==> src/rtl/core/hre_pkg.sv <==
`default_nettype none

package hre_pkg;

   // Register file
   localparam int ROW_W    = 63;
   localparam int CSR_IDX_W = 3;
   localparam logic [CSR_IDX_W-1:0] REG_DST_ROW0 = 3'd0;
   localparam logic [CSR_IDX_W-1:0] REG_DST_ROW1 = 3'd1;
   localparam logic [CSR_IDX_W-1:0] REG_DST_ROW2 = 3'd2;
   localparam logic [CSR_IDX_W-1:0] REG_SRC_ROW0 = 3'd3;
   localparam logic [CSR_IDX_W-1:0] REG_SRC_ROW1 = 3'd4;
   localparam logic [CSR_IDX_W-1:0] REG_SRC_ROW2 = 3'd5;
   localparam logic [ROW_W-1:0] ROW0_RESET = 63'd1024;
   localparam logic [ROW_W-1:0] ROW1_RESET = 63'd2147483648;
   localparam logic [ROW_W-1:0] ROW2_RESET = 63'h0010_0000_0000_0000;

   // Point mapping
   localparam int COEF_W = 21;
   localparam int PT_W   = 20;
   localparam int PROD_W = COEF_W + PT_W;
   localparam int SUM_W  = PROD_W + 2;
   localparam int MAG_W  = 41;
   localparam int FRAC_SHIFT = 18;

   // Divider: dividend is |u|<<18 plus half the divisor
   localparam int DIV_W      = 60;
   localparam int DEN_W      = 41;
   localparam int DIV_STAGES = DIV_W;

   // Distance
   localparam int COORD_W    = DIV_W + 1;
   localparam int DIFF_W     = COORD_W + 1;
   localparam int DMAG_W     = 29;
   localparam int SQ_W       = 2 * DMAG_W;
   localparam int RAD_W      = 60;
   localparam int ROOT_W     = RAD_W / 2;
   localparam int SQRT_STAGES = ROOT_W;
   localparam int SREM_W     = ROOT_W + 2;
   localparam int ERR_W      = 24;
   localparam logic [ERR_W-1:0] ERR_MAX = 24'hFF_FFFF;

   typedef struct packed {
      logic neg;
      logic zero;
   } div_tag_type;

   typedef struct packed {
      logic zero;
      logic sat;
   } sq_tag_type;

endpackage

`default_nettype wire

==> src/rtl/core/hre_sqrt.sv <==
`default_nettype none

module hre_sqrt (
   input  wire logic                         clock,
   input  wire logic                         reset,
   input  wire logic                         in_valid,
   input  wire logic [hre_pkg::RAD_W-1:0]    in_radicand,
   input  wire hre_pkg::sq_tag_type          in_tag,
   output logic                              out_valid,
   output logic [hre_pkg::ROOT_W-1:0]        out_root,
   output hre_pkg::sq_tag_type               out_tag
);

   localparam int S  = hre_pkg::SQRT_STAGES;
   localparam int RW = hre_pkg::RAD_W;
   localparam int QW = hre_pkg::ROOT_W;
   localparam int MW = hre_pkg::SREM_W;

   logic [S-1:0]         s_valid, valid_ff;
   logic [MW-1:0]        s_rem  [S];
   logic [QW-1:0]        s_root [S];
   logic [RW-1:0]        s_rad  [S];
   hre_pkg::sq_tag_type  s_tag  [S];
   logic [MW+1:0]        part   [S];
   logic [MW+1:0]        trial  [S];
   logic [MW-1:0]        rem_in  [S];
   logic [QW-1:0]        root_in [S];
   logic [MW-1:0]        rem_ff  [S];
   logic [QW-1:0]        root_ff [S];
   logic [RW-1:0]        rad_ff  [S];
   hre_pkg::sq_tag_type  tag_ff  [S];

   // one root bit per stage: bring down two radicand bits, try 4q+1
   always_comb begin
      for (int k = 0; k < S; k++) begin
         if (k == 0) begin
            s_valid[k] = in_valid;
            s_rem[k]   = '0;
            s_root[k]  = '0;
            s_rad[k]   = in_radicand;
            s_tag[k]   = in_tag;
         end else begin
            s_valid[k] = valid_ff[k-1];
            s_rem[k]   = rem_ff[k-1];
            s_root[k]  = root_ff[k-1];
            s_rad[k]   = rad_ff[k-1];
            s_tag[k]   = tag_ff[k-1];
         end
         part[k]  = {s_rem[k], s_rad[k][RW-1 -: 2]};
         trial[k] = {2'b00, s_root[k], 2'b01};
         if (part[k] >= trial[k]) begin
            rem_in[k]  = MW'(part[k] - trial[k]);
            root_in[k] = {s_root[k][QW-2:0], 1'b1};
         end else begin
            rem_in[k]  = part[k][MW-1:0];
            root_in[k] = {s_root[k][QW-2:0], 1'b0};
         end
      end
   end

   // advance payload
   always_ff @(posedge clock) begin
      for (int k = 0; k < S; k++) begin
         rem_ff[k]  <= rem_in[k];
         root_ff[k] <= root_in[k];
         rad_ff[k]  <= {s_rad[k][RW-3:0], 2'b00};
         tag_ff[k]  <= s_tag[k];
      end
   end

   // advance valid bits
   always_ff @(posedge clock) begin
      if (reset) begin
         valid_ff <= '0;
      end else begin
         valid_ff <= s_valid;
      end
   end

   assign out_valid = valid_ff[S-1];
   assign out_root  = root_ff[S-1];
   assign out_tag   = tag_ff[S-1];

endmodule

`default_nettype wire
==> config.mk <==
export PLATFORM = sky130hd
export DESIGN_NAME = hre_sqrt
export DESIGN_NICKNAME = d
export VERILOG_FILES = /design/src/rtl/core/hre_pkg.sv /design/src/rtl/core/hre_sqrt.sv
export SDC_FILE = /design/constraint.sdc
export NUM_CORES = 2
export LEC_CHECK = 0
export BUFFER_PORTS_ARGS = -buffer_cell sky130_fd_sc_hd__buf_2
export CORE_MARGIN = 5
export CORE_UTILIZATION = 56
export DETAILED_ROUTE_END_ITERATION = 6
export PLACE_DENSITY_LB_ADDON = 0.15
export SLEW_MARGIN = 10
export SYNTH_ARGS = -nofsm -noshare
export SYNTH_HDL_FRONTEND = slang
export SYNTH_SLANG_ARGS = --single-unit
export TNS_END_PERCENT = 20
==> constraint.sdc <==
create_clock -name clock -period 3 [get_ports clock]
set_clock_uncertainty 0.2 [all_clocks]
set_input_delay 0.6 -clock clock [delete_from_list [all_inputs] [get_ports clock]]
set_output_delay 0.6 -clock clock [all_outputs]
set_load 0.01 [all_outputs]
==> qor.yml <==
whs_path_depth: 0
drt-pass1-iter-count: 6
grt_max_degree: 46
die-width_um: 396
clk_pin_slew_worst_paths_ns: 0.06
synth_most_common_cell: "dfxtp_1"
postRouteAntennaNets: 0
antenna_found_initial: 2
hold-path-endpoint: "rad_ff[0][188]"
setup_viol: 68
crit_start: "rem_ff[1][54]"
yosys_warnings: 0
setup_ws_ns: -0.116
dp_hpwl_mm: 140
crit_chain: "or4_4 -> or4_4 -> or3_4 -> a211o_1 -> nor2_1 -> o31a_1 -> buf_4 -> nand2_1 -> o21ai_1"
syn_to_final_growth_pct: 26.7
worstSetupPathType: "reg2reg"
r2r_slack_ns: -0.12
layout_worst_path_cycle_share_pct: 104
synthesis.nets: 8704
cts.htree.levels: 4
clock-sinks: 2307
io_pins: 98
critPathMostFrequentCell: "or4_4"
grt_pass1_wl_mm: 309
final_util_pct: 71.3
netlist_top_cells_area: "dfxtp_1 55%, ha_1 7.5%, xor2_1 3.9%"
cts-root-buf: "clkbuf_16"
rsz0062_at_grt: "yes"
ir_drop_mv: 0.589
synth-edff-count: 0
cts_tree: "built"
gp_congestion: 0.917
dp_cells: 10900
max_stage_delay_ns: 0.53
worstPathMaxFanout: 18
status: "finished, violations left"
syn-instance-count: 8143
fmax_mhz: 321
core-area_um2: 148000
yosysTopAreaCell: "dfxtp_1"
ys_seq_area_share_pct: 55.5
initial_utilization_pct: 56.3
clock_latency_ns: 0.83
reg2reg_to: "rem_ff[1][81]"
synth_commonest_cells: "2307 x dfxtp_1, 623 x inv_1, 548 x nand2_1"
cp_slowest_cell: "or4_4"
synthFlopType: "dfxtp_1"
wire_per_inst_um: 17.1
num_rows: 141
drcViolationCount: 0
drive_gt1_share_pct: 23.2
slew_viol_final: 0
slew_headroom_pct: 52.7
post-place-ws_ns: -0.513
grt-ovfl-total: 0
routed_wl_mm: 197
p_leak_nw: 49.2
critPathRequiredTime_ns: 3.48
cts_buffers: 217
cp-end-kind: "flip-flop"
grt_pass1_vias: 60700
holdWs_ns: 0.0970
worst_pin_slew_ns: 0.692
synth_area_um2: 83300
final_cells: 11500
antenna_cells: 0
portBuffers: 97
synth-seq-cells: 2307
violations: "setup timing"
timing.rr.start: "rem_ff[1][54]"
hold_start: "rad_ff[0][128]"
synth_cell_type_count: 93
yosysTopAreaCellShare_pct: 55.5
startpoint_type: "flip-flop"
reg2reg_depth: 9
synth-async-reset-ratio_pct: 0
dieArea_um2: 156000
viasPerCell: 5.25
drt_iter0_drc: 3091
critPathArrivalTime_ns: 3.60
num_vias: 60300
grtUsageTotal_pct: 23.9
hold_path_class: "reg2reg"
dieHeight_um: 396
n_fill_cell: 10700
cts_buffer_depth: 3
period_needed_ns: 3.12
powerDensity_nw_per_um2: 801
hold_violations: 0
fin_nets: 9938
synth.avg_cell_area_um2: 10.2
max_cap_viol_count: 0
[metal layers]
layer | up-vias | global-route usage (%) | part of all wire, %
met1 | 28400 | 29.7 | 43
met4 | 0 | 8.16 | 3.5
met5 | - | 0 | 0
met3 | 435 | 3.15 | 3.4
li1 | 30300 | - | -
met2 | 1213 | 42.8 | 50
[where the power goes]
| part | switching, mW | internal (mW) | leakage [nW] |
|---|---|---|---|
| logic | 7.95 | 8.04 | 26.2 |
| clock network | 11.8 | 17.0 | 3.75 |
| registers | 4.15 | 35.5 | 19.3 |
[logic make-up (layout without fill, tap and decap cells)]
| kind of cell | Yosys count | in the layout | share of synthesized area, % |
|---|---|---|---|
| AOI/OAI and AO/OA | 1606 | 1606 | 11.9 |
| xor gates and xnor gates | 740 | 740 | 7.78 |
| adders and majority gates | 496 | 496 | 7.45 |
| buffers and inverters | 799 | 2211 | 3.76 |
| DFF | 2307 | 2307 | 55.5 |
| muxes | 73 | 73 | 0.974 |
| other | 1 | 1 | 0.00450 |
| and+or+nand+nor | 2121 | 2121 | 12.6 |
[registers in the layout (all words and copies together), names as in the netlist]
signal	cells
rem_ff	882
rad_ff	870
root_ff	465
tag_ff	60
valid_ff	30
[worst max path at each step]
stage,end,cells after the start
6_report,rem_ff[1][81],9
5_1_grt,rem_ff[1][81],9
4_1_cts,rem_ff[1][81],9
3_5_place_dp,rem_ff[1][351],12
3_3_place_gp,rem_ff[1][351],12
2_1_floorplan,rem_ff[1][192],11
[worst max-delay path: cells and delay by family (launching register included)]
family                 cells  cell delay (ns)
buffers and inverters      1             0.27
AND/OR/NAND/NOR            5             1.49
flip-flops                 1             0.32
AO/OA/AOI/OAI              3             0.69
[layout by cell type (no fill, tap or decap), types with 108 or more instances in the layout]
cell type / n
ha_1: 427
nor2_1: 483
o21ai_0: 357
buf_4: 954
clkbuf_16: 229
xor2_1: 371
nand3_1: 108
nand2_1: 529
xnor2_1: 366
a21oi_1: 465
nor3_1: 152
dfxtp_1: 2218
inv_1: 597
a21o_1: 178
[timing repair]
item | 4_1_cts | 5_1_grt
hold buffers | 66 | 0
endpoints found under the setup margin | 419 | 604
endpoints found under the hold margin | 90 | 0
gates cloned | 1 | 14
gates resized for setup | 254 | 549
buffers inserted | 24 | 68
pin swaps | 76 | 179
[per-stage QoR]
stage	power [mW]	TNS, ns	instance area, um2
2_1_floorplan	48.0	-5.34	83300
3_3_place_gp	54.2	-39.74	92600
3_5_place_dp	54.4	-47.54	92600
4_1_cts	84.0	-2.74	102000
5_1_grt	88.6	-21.54	105000
6_report	84.4	-2.34	105000
[layout make-up]
cell class	instances	area [um2]	area share, %
clock buffers	302	6210	5.89
well taps	1930	2410	2.29
flip-flops and latches	2307	46300	43.9
multi-input cells	5037	37200	35.3
inverters	628	2370	2.25
clock inverters	95	1520	1.44
repair buffers	1186	9420	8.93
Note: power is estimated with default switching activity, not from simulation.
